==> config.mk <==
export PLATFORM = sky130hd
export DESIGN_NAME = queue_from_two_stacks_flat
export DESIGN_NICKNAME = d
export VERILOG_FILES = /design/src/hdl/qf2s_pkg.sv /design/src/hdl/qf2s_if.sv /design/src/hdl/qf2s_ram.sv /design/src/hdl/queue_from_two_stacks.sv /design/src/flat_wrapper.sv
export SDC_FILE = /design/constraint.sdc
export NUM_CORES = 2
export LEC_CHECK = 0
export ABC_AREA = 0
export BUFFER_PORTS_ARGS = -buffer_cell sky130_fd_sc_hd__clkbuf_2
export CORE_ASPECT_RATIO = 0.75
export CORE_UTILIZATION = 40
export DETAILED_ROUTE_END_ITERATION = 10
export GPL_TIMING_DRIVEN = 0
export REMOVE_ABC_BUFFERS = 1
export SYNTH_ARGS = -nofsm -noshare
export SYNTH_HDL_FRONTEND = slang
export SYNTH_SLANG_ARGS = --single-unit
==> constraint.sdc <==
create_clock -name clk -period 7.2 [get_ports clk]
set_input_delay 1.44 -clock clk [delete_from_list [all_inputs] [get_ports clk]]
set_output_delay 1.44 -clock clk [all_outputs]
set_load 0.005 [all_outputs]
==> src/hdl/qf2s_pkg.sv <==
// qf2s_pkg: sizes, types, status codes and helpers for the two-stack queue
// no dependencies; imported by the interfaces and by the top level

package qf2s_pkg;

	localparam int STACK_DEPTH = 16;
	localparam int ADDR_W      = $clog2(STACK_DEPTH);
	localparam int CNT_W       = $clog2(STACK_DEPTH + 1);
	localparam int CAP_W       = 5;
	localparam int WORD_W      = 64;
	localparam int STAT_W      = 2;

	typedef logic [WORD_W-1:0] word_t;
	typedef logic [CNT_W-1:0]  cnt_t;
	typedef logic [ADDR_W-1:0] addr_t;
	typedef logic [CAP_W-1:0]  cap_t;
	typedef logic [STAT_W-1:0] status_t;

	localparam cap_t CAP_RESET = CAP_W'(16);

	localparam status_t ST_DONE  = 2'd0;
	localparam status_t ST_FULL  = 2'd1;
	localparam status_t ST_EMPTY = 2'd2;

	localparam logic OP_PUSH = 1'b0;
	localparam logic OP_POP  = 1'b1;

	// capacity register limited to the physical depth
	function automatic cnt_t eff_cap(cap_t cap);
		if (int'(cap) > STACK_DEPTH) begin
			return cnt_t'(STACK_DEPTH);
		end
		return cnt_t'(cap);
	endfunction

endpackage

==> src/hdl/qf2s_if.sv <==
// qf2s_if: valid/ready channel interfaces for request, response and configuration
// depends on qf2s_pkg for widths and payload types

interface qf2s_in_if;
	import qf2s_pkg::*;
	logic  valid;
	logic  ready;
	logic  operation;
	word_t push_word;
	modport source (output valid, output operation, output push_word, input ready);
	modport sink   (input valid, input operation, input push_word, output ready);
endinterface

interface qf2s_out_if;
	import qf2s_pkg::*;
	logic    valid;
	logic    ready;
	word_t   pop_word;
	status_t status;
	modport source (output valid, output pop_word, output status, input ready);
	modport sink   (input valid, input pop_word, input status, output ready);
endinterface

interface qf2s_cfg_if;
	import qf2s_pkg::*;
	logic valid;
	logic ready;
	cap_t stack_capacity;
	modport source (output valid, output stack_capacity, input ready);
	modport sink   (input valid, input stack_capacity, output ready);
endinterface

==> src/hdl/qf2s_ram.sv <==
// qf2s_ram: generic simple dual-port ram, one write and one registered read port
// no dependencies; used for both stacks of the queue

module qf2s_ram #(
	parameter int WIDTH = 64,
	parameter int DEPTH = 16
) (
	input  logic                     clk,
	input  logic                     we,
	input  logic [$clog2(DEPTH)-1:0] waddr,
	input  logic [WIDTH-1:0]         wdata,
	input  logic                     re,
	input  logic [$clog2(DEPTH)-1:0] raddr,
	output logic [WIDTH-1:0]         rdata
);

	logic [WIDTH-1:0] mem [DEPTH];

	always_ff @(posedge clk) begin
		if (we) begin
			mem[waddr] <= wdata;
		end
	end

	always_ff @(posedge clk) begin
		if (re) begin
			rdata <= mem[raddr];
		end
	end

endmodule

==> src/hdl/queue_from_two_stacks.sv <==
// queue_from_two_stacks: fifo of 64-bit words built from an intake and an output stack
// depends on qf2s_pkg, the channel interfaces in qf2s_if and qf2s_ram
//
// usage:
//   req carries one word: operation (push or pop) and push_word.
//   rsp returns exactly one word per request: pop_word and status
//   (done, push dropped on full intake, pop found queue empty).
//   cfg writes stack_capacity at any handshake; write it only while idle.
//   cfg.ready is always high.
// sequence:
//   requests are handled one at a time. a push passes through exec and
//   done before its word is registered on rsp; a pop served from a filled
//   output stack passes through exec, data and done. a pop that finds the
//   output stack empty first moves the n intake words in refill at one word
//   per cycle through the intake ram read port. the next request is taken
//   once the block is back in idle, which it enters as its result is registered.
// reset:
//   arst_n clears both counts, sets capacity to 16; ram contents are kept.
// stall:
//   a held rsp word keeps the output register; one more request may be
//   accepted and worked, then the block waits until rsp is taken.

module queue_from_two_stacks (
	input  logic              clk,
	input  logic              arst_n,
	qf2s_cfg_if.sink          cfg,
	qf2s_in_if.sink           req,
	qf2s_out_if.source        rsp
);
	import qf2s_pkg::*;

	typedef enum logic [4:0] {
		S_IDLE   = 5'b00001,
		S_EXEC   = 5'b00010,
		S_REFILL = 5'b00100,
		S_DATA   = 5'b01000,
		S_DONE   = 5'b10000
	} state_t;

	state_t  state_q;
	logic    op_q;
	word_t   word_q;
	cap_t    cap_q;
	cnt_t    in_cnt_q;
	cnt_t    out_cnt_q;
	logic    mv_s1;
	word_t   res_word_q;
	status_t res_status_q;
	logic    out_valid_q;
	word_t   out_word_q;
	status_t out_status_q;

	cnt_t  eff;
	cnt_t  in_top;
	cnt_t  out_top;
	logic  in_we;
	logic  in_re;
	word_t in_rdata;
	logic  out_we;
	logic  out_re;
	word_t out_rdata;
	logic  load;
	logic  drained;

	assign eff     = eff_cap(cap_q);
	assign in_top  = in_cnt_q - 1'b1;
	assign out_top = out_cnt_q - 1'b1;
	assign out_we  = mv_s1 && (out_cnt_q < eff);
	assign drained = (in_cnt_q == '0) && !mv_s1;
	assign load    = (state_q == S_DONE) && (!out_valid_q || rsp.ready);

	assign req.ready    = (state_q == S_IDLE);
	assign cfg.ready    = 1'b1;
	assign rsp.valid    = out_valid_q;
	assign rsp.pop_word = out_word_q;
	assign rsp.status   = out_status_q;

	always_comb begin
		in_we  = 1'b0;
		in_re  = 1'b0;
		out_re = 1'b0;
		unique case (state_q)
			S_EXEC: begin
				if (op_q == OP_PUSH) begin
					in_we = (in_cnt_q < eff);
				end else begin
					out_re = (out_cnt_q != '0);
				end
			end
			S_REFILL: begin
				in_re  = (in_cnt_q != '0);
				out_re = drained && (out_cnt_q != '0);
			end
			default: begin
			end
		endcase
	end

	qf2s_ram #(.WIDTH(WORD_W), .DEPTH(STACK_DEPTH)) u_intake (
		.clk   (clk),
		.we    (in_we),
		.waddr (in_cnt_q[ADDR_W-1:0]),
		.wdata (word_q),
		.re    (in_re),
		.raddr (in_top[ADDR_W-1:0]),
		.rdata (in_rdata)
	);

	qf2s_ram #(.WIDTH(WORD_W), .DEPTH(STACK_DEPTH)) u_output (
		.clk   (clk),
		.we    (out_we),
		.waddr (out_cnt_q[ADDR_W-1:0]),
		.wdata (in_rdata),
		.re    (out_re),
		.raddr (out_top[ADDR_W-1:0]),
		.rdata (out_rdata)
	);

	always_ff @(posedge clk or negedge arst_n) begin
		if (!arst_n) begin
			cap_q <= CAP_RESET;
		end else if (cfg.valid) begin
			cap_q <= cfg.stack_capacity;
		end
	end

	always_ff @(posedge clk or negedge arst_n) begin
		if (!arst_n) begin
			state_q   <= S_IDLE;
			in_cnt_q  <= '0;
			out_cnt_q <= '0;
			mv_s1     <= 1'b0;
		end else begin
			mv_s1 <= 1'b0;
			unique case (state_q)
				S_IDLE: begin
					if (req.valid) begin
						state_q <= S_EXEC;
					end
				end
				S_EXEC: begin
					if (op_q == OP_PUSH) begin
						if (in_we) begin
							in_cnt_q <= in_cnt_q + 1'b1;
						end
						state_q <= S_DONE;
					end else if (out_cnt_q != '0) begin
						out_cnt_q <= out_top;
						state_q   <= S_DATA;
					end else if (in_cnt_q == '0) begin
						state_q <= S_DONE;
					end else begin
						state_q <= S_REFILL;
					end
				end
				S_REFILL: begin
					mv_s1 <= in_re;
					if (in_re) begin
						in_cnt_q <= in_top;
					end
					if (out_we) begin
						out_cnt_q <= out_cnt_q + 1'b1;
					end
					if (drained) begin
						if (out_cnt_q != '0) begin
							out_cnt_q <= out_top;
							state_q   <= S_DATA;
						end else begin
							state_q <= S_DONE;
						end
					end
				end
				S_DATA: begin
					state_q <= S_DONE;
				end
				S_DONE: begin
					if (load) begin
						state_q <= S_IDLE;
					end
				end
				default: begin
					state_q <= S_IDLE;
				end
			endcase
		end
	end

	always_ff @(posedge clk or negedge arst_n) begin
		if (!arst_n) begin
			out_valid_q <= 1'b0;
		end else if (load) begin
			out_valid_q <= 1'b1;
		end else if (rsp.ready) begin
			out_valid_q <= 1'b0;
		end
	end

	// payload registers
	always_ff @(posedge clk) begin
		if (req.valid && req.ready) begin
			op_q   <= req.operation;
			word_q <= req.push_word;
		end
		if (state_q == S_EXEC) begin
			res_word_q   <= '0;
			res_status_q <= (op_q == OP_PUSH) ? ((in_cnt_q < eff) ? ST_DONE : ST_FULL)
			                                  : ST_EMPTY;
		end
		if (state_q == S_DATA) begin
			res_word_q   <= out_rdata;
			res_status_q <= ST_DONE;
		end
		if (load) begin
			out_word_q   <= res_word_q;
			out_status_q <= res_status_q;
		end
	end

	a_in_cnt_bound: assert property (@(posedge clk) disable iff (!arst_n)
		int'(in_cnt_q) <= STACK_DEPTH)
		else $error("intake count above depth");

	a_out_cnt_bound: assert property (@(posedge clk) disable iff (!arst_n)
		int'(out_cnt_q) <= STACK_DEPTH)
		else $error("output count above depth");

	a_move_in_refill: assert property (@(posedge clk) disable iff (!arst_n)
		mv_s1 |-> (state_q == S_REFILL))
		else $error("word move outside refill");

	a_data_after_read: assert property (@(posedge clk) disable iff (!arst_n)
		(state_q == S_DATA) |-> $past(out_re))
		else $error("pop data without a read of the output stack");

	a_accept_starts: assert property (@(posedge clk) disable iff (!arst_n)
		(req.valid && req.ready) |=> (state_q == S_EXEC))
		else $error("accepted word not started");

endmodule

==> src/flat_wrapper.sv <==
// flat-port wrapper written by rule: the top's interface ports become plain ports
module queue_from_two_stacks_flat import qf2s_pkg::*;
  (clk, arst_n, cfg_valid, cfg_stack_capacity, cfg_ready, req_valid, req_operation, req_push_word, req_ready, rsp_valid, rsp_pop_word, rsp_status, rsp_ready);
  qf2s_cfg_if cfg_i ();
  qf2s_in_if req_i ();
  qf2s_out_if rsp_i ();
  input  logic clk;
  input  logic arst_n;
  input wire logic [$bits(cfg_i.valid)-1:0] cfg_valid;
  input wire logic [$bits(cfg_i.stack_capacity)-1:0] cfg_stack_capacity;
  output wire logic [$bits(cfg_i.ready)-1:0] cfg_ready;
  input wire logic [$bits(req_i.valid)-1:0] req_valid;
  input wire logic [$bits(req_i.operation)-1:0] req_operation;
  input wire logic [$bits(req_i.push_word)-1:0] req_push_word;
  output wire logic [$bits(req_i.ready)-1:0] req_ready;
  output wire logic [$bits(rsp_i.valid)-1:0] rsp_valid;
  output wire logic [$bits(rsp_i.pop_word)-1:0] rsp_pop_word;
  output wire logic [$bits(rsp_i.status)-1:0] rsp_status;
  input wire logic [$bits(rsp_i.ready)-1:0] rsp_ready;
  assign cfg_i.valid = cfg_valid;
  assign cfg_i.stack_capacity = cfg_stack_capacity;
  assign cfg_ready = cfg_i.ready;
  assign req_i.valid = req_valid;
  assign req_i.operation = req_operation;
  assign req_i.push_word = req_push_word;
  assign req_ready = req_i.ready;
  assign rsp_valid = rsp_i.valid;
  assign rsp_pop_word = rsp_i.pop_word;
  assign rsp_status = rsp_i.status;
  assign rsp_i.ready = rsp_ready;
  queue_from_two_stacks u_core (.clk(clk), .arst_n(arst_n), .cfg(cfg_i), .req(req_i), .rsp(rsp_i));
endmodule
==> run_summary.xml <==
<?xml version="1.0" encoding="UTF-8"?>
<metrics>
  <group name="clocking">
    <metric name="cts.repair_timing.setup_buffer_count" unit="">0</metric>
    <metric name="clock_sinks" unit="">2395</metric>
    <metric name="cts.htree.levels" unit="">4</metric>
    <metric name="cts_resized" unit="">0</metric>
    <metric name="numCtsBuffers" unit="">226</metric>
    <metric name="tritoncts" unit="">yes</metric>
    <metric name="cts_root_buf" unit="">sky130_fd_sc_hd__clkbuf_16</metric>
    <metric name="cts.hold.buffers_added" unit="">0</metric>
    <metric name="clockBufferDepth" unit="">4</metric>
    <metric name="clock_latency" unit="ns">0.87</metric>
    <metric name="worst_setup_hold_path_clk_slew" unit="ns">0.06</metric>
  </group>
  <group name="floorplan">
    <metric name="die_h" unit="um">410</metric>
    <metric name="placement_rows" unit="">149</metric>
    <metric name="floorplan.io_pins" unit="">144</metric>
    <metric name="floorplan.die.width" unit="um">546</metric>
    <metric name="core" unit="sq um">220000</metric>
    <metric name="die_area" unit="sq um">223000</metric>
    <metric name="start_util" unit="">0.403</metric>
  </group>
  <group name="timing">
    <metric name="timing.final.setup_violations" unit="">0</metric>
    <metric name="maxClockFrequency" unit="MHz">242</metric>
    <metric name="max_slew.worst_pin.slew" unit="ns">1.05</metric>
    <metric name="clock-skew-final" unit="ns">0.0448</metric>
    <metric name="timing_hold_violations_final" unit="">0</metric>
    <metric name="timing.max_slew.rel_slack" unit="">0.291</metric>
    <metric name="finalMaxSlewViolations" unit="">0</metric>
    <metric name="final_min_period_over_clock_period" unit="">0.573</metric>
    <metric name="final.min_clock_period" unit="ns">4.12</metric>
    <metric name="final_sum_of_negative_setup_slack" unit="ns">0</metric>
    <metric name="rsz0062_at_grt" unit="">no</metric>
    <metric name="final_critical_path_setup_slack" unit="ns">3.08</metric>
  </group>
  <group name="job">
    <metric name="max_cap_viol_count" unit="">0</metric>
  </group>
  <group name="power">
    <metric name="design_power_total" unit="W">0.0390</metric>
    <metric name="switching_share" unit="">0.268</metric>
    <metric name="power_density" unit="nW/um^2">377</metric>
    <metric name="p_int" unit="W">0.0285</metric>
    <metric name="power.net_switching" unit="W">0.0105</metric>
    <metric name="combPwrFrac" unit="">0.272</metric>
    <metric name="peakVddDrop" unit="mV">0.305</metric>
    <metric name="static-leakage-power" unit="nW">32.2</metric>
    <metric name="share_clk_of_total_power" unit="">0.300</metric>
    <metric name="seqPwrFrac" unit="">0.428</metric>
  </group>
  <group name="worst_setup_path">
    <metric name="crit_arrival" unit="ns">4.67</metric>
    <metric name="crit_fanout" unit="">15</metric>
    <metric name="end_kind" unit="">flop</metric>
    <metric name="cp.required" unit="ns">7.75</metric>
    <metric name="critical_path_class" unit="">flop to flop</metric>
    <metric name="critical_path.startpoint_type" unit="">flop</metric>
  </group>
  <group name="synthesis">
    <metric name="synth-seq-cells" unit="">2395</metric>
    <metric name="synth_top_cell_by_area" unit="">sky130_fd_sc_hd__edfxtp_1</metric>
    <metric name="synth-seq-area-share" unit="">0.810</metric>
    <metric name="yosys_warnings" unit="">0</metric>
    <metric name="netlist_instances" unit="">3437</metric>
    <metric name="post_synth_arst_share" unit="">0.00919</metric>
    <metric name="synth-main-ff-cell" unit="">sky130_fd_sc_hd__edfxtp_1</metric>
    <metric name="leading_post_synthesis_cells_by_cell_area" unit="">sky130_fd_sc_hd__edfxtp_1, sky130_fd_sc_hd__mux4_2, sky130_fd_sc_hd__dfrtp_1</metric>
    <metric name="number_of_enable_type_register_cells_in_the_synthesized_netlist" unit="">2371</metric>
    <metric name="synth_top_area_frac" unit="">0.803</metric>
    <metric name="post_synth_instance_area" unit="sq um">88600</metric>
    <metric name="mean_instance_size_in_the_synthesized_netlist" unit="sq um">25.8</metric>
    <metric name="synth.distinct_cells" unit="">55</metric>
  </group>
  <group name="global_routing">
    <metric name="grt_first_pass_wirelength" unit="mm">290</metric>
    <metric name="antenna_violations_before_repair" unit="">8</metric>
    <metric name="largest_net_degree_at_the_start_of_global_routing" unit="">59</metric>
    <metric name="globalRoute.totalOverflow" unit="">0</metric>
    <metric name="grt.total_usage" unit="">0.181</metric>
    <metric name="first_global_vias" unit="">39031</metric>
  </group>
  <group name="layout">
    <metric name="nNetsFinal" unit="">3944</metric>
    <metric name="multi_input_area" unit="sq um">16300</metric>
    <metric name="final.fill_count" unit="">17675</metric>
    <metric name="post_route_cells_drive_above_1_share" unit="">0.332</metric>
    <metric name="top_library_cells_by_usage_in_the_layout_fill_and_taps_aside" unit="">sky130_fd_sc_hd__edfxtp_1, sky130_fd_sc_hd__mux4_2, sky130_fd_sc_hd__clkbuf_16</metric>
    <metric name="design_area" unit="sq um">103000</metric>
    <metric name="regArea" unit="sq um">71800</metric>
    <metric name="stdcell_count" unit="">6968</metric>
    <metric name="mostFrequentLayoutCell" unit="">sky130_fd_sc_hd__edfxtp_1</metric>
    <metric name="area.growth.synth_to_final" unit="%">16.7</metric>
  </group>
  <group name="worst_hold_path">
    <metric name="min_path_type" unit="">flop to flop</metric>
  </group>
  <group name="placement">
    <metric name="place.detailed.hpwl" unit="mm">122</metric>
    <metric name="finalWeightedCongestion" unit="">0.695</metric>
    <metric name="numPortBuffers" unit="">142</metric>
    <metric name="placed_area" unit="sq um">96300</metric>
    <metric name="pre_cts_ws" unit="ns">3.07</metric>
    <metric name="instance_count_after_placement_with_tap_cells_included" unit="">6567</metric>
  </group>
  <group name="routing">
    <metric name="wl_per_cell" unit="um">29.1</metric>
    <metric name="detailroute.via_count" unit="">38252</metric>
    <metric name="drt_wl_total" unit="mm">203</metric>
    <metric name="detailedRoute.firstPassIterationCount" unit="">8</metric>
    <metric name="first_iteration_detailed_routing_drc_count" unit="">4499</metric>
    <metric name="drc" unit="">20</metric>
    <metric name="detail_route.vias_per_cell" unit="">5.49</metric>
    <metric name="drt.antenna.violating_nets" unit="">0</metric>
  </group>
  <group name="run_status">
    <metric name="status" unit="">complete, but fails checks</metric>
    <metric name="failing_checks" unit="">DRC</metric>
  </group>
</metrics>
## layout make-up
class	instances	share of cell area
sequential	2395	0.694
multi-input combinational	880	0.158
clock buffer	277	0.0577
timing repair buffer	342	0.0433
tap	2944	0.0356
clock inverter	123	0.0112
inverter	6	0.000218
antenna	1	0.0000242
## registers in the layout, summed over array words and instances (netlist names), 2 cells and up
| name | count |
|---|---|
| u_core.u_output.mem | 1024 |
| u_core.u_output.rdata | 64 |
| u_core.res_word_q | 64 |
| u_core.word_q | 64 |
| u_core.out_cnt_q | 5 |
| u_core.u_intake.rdata | 64 |
| u_core.u_intake.mem | 1024 |
| u_core.res_status_q | 2 |
| u_core.cap_q | 5 |
| u_core.in_cnt_q | 5 |
| u_core.rsp.pop_word | 64 |
| u_core.rsp.status | 2 |
| u_core.state_q | 5 |
## kinds of logic (layout without fill, tap and decap cells)
kind of cell               count (synthesis)  in the layout  share of synthesized area
AOI/OAI and AO/OA                         30             30                    0.00263
DFF                                     2395           2395                      0.810
and+or+nand+nor                          175            175                     0.0111
other                                      1              2                  0.0000423
adders and majority gates                 18             18                    0.00254
buffers and inverters                    162            748                    0.00909
muxes                                    646            646                      0.163
xor gates and xnor gates                  10             10                    0.00116
## stage by stage
step                      hold WS, ns   util
after floorplan                 0.400      -
after global placement          0.404  0.419
after detailed placement        0.405  0.438
after CTS                       0.418  0.470
after global routing            0.423  0.470
final                           0.415  0.470
## routing by layer
layer | GRT usage | vias up | part of all wire
li1 | - | 15729 | -
met1 | 0.266 | 20868 | 0.44
met2 | 0.285 | 1403 | 0.47
met3 | 0.0329 | 252 | 0.070
met4 | 0.0364 | 0 | 0.017
met5 | 0 | - | 0
## critical path: stages, from the launching register on
cell                        delay, ns
sky130_fd_sc_hd__dfrtp_1         0.81
sky130_fd_sc_hd__ha_1            0.36
sky130_fd_sc_hd__nand4_1         0.09
sky130_fd_sc_hd__o2111ai_1       0.21
sky130_fd_sc_hd__nor2_1          0.42
sky130_fd_sc_hd__nand2_1         0.27
sky130_fd_sc_hd__nor3_2          0.84
sky130_fd_sc_hd__buf_6           0.29
sky130_fd_sc_hd__buf_6           0.19
sky130_fd_sc_hd__buf_6           0.17
sky130_fd_sc_hd__buf_8           0.15
## Yosys cell counts (all sizes together), types with 2 or more instances
master / count
a211oi: 3
a21boi: 2
a21o: 2
a21oi: 4
a221oi: 2
a32oi: 3
and2: 67
and3: 12
buf: 87
clkbuf: 69
dfrtp: 20
dfstp: 2
dfxtp: 2
edfxtp: 2371
ha: 18
inv: 6
mux2: 5
mux4: 640
nand2: 22
nand2b: 3
nand3: 8
nor2: 30
nor2b: 6
nor3: 13
nor4: 2
nor4b: 2
o21ai: 3
o22ai: 2
o31ai: 3
or3b: 2
xnor2: 10
## worst paths after layout
check	from	end	slack (ns)	depth (start not counted)
worst max-delay path	u_core.out_cnt_q[2]	u_core.u_output.mem[3][24]	3.08	10
worst min-delay path	u_core.res_word_q[9]	u_core.rsp.pop_word[9]	0.41	0
worst max register to register	u_core.out_cnt_q[2]	u_core.u_output.mem[3][24]	3.08	10
worst min register to register	u_core.res_word_q[9]	u_core.rsp.pop_word[9]	0.41	0
max in group asynchronous	arst_n	u_core.in_cnt_q[0]	6.13	1
min in group asynchronous	arst_n	u_core.rsp.valid	0.61	1
## power by group through the flow
stage	clock, W	combinational, W	sequential [W]
4_1_cts	0.0119	0.0108	0.0167
3_5_place_dp	0	0.0108	0.0170
3_3_place_gp	0	0.00846	0.0173
6_report	0.0117	0.0106	0.0167
2_1_floorplan	0	0.00794	0.0172
5_1_grt	0.0124	0.0113	0.0167
Power figures use the tool's default switching activity.
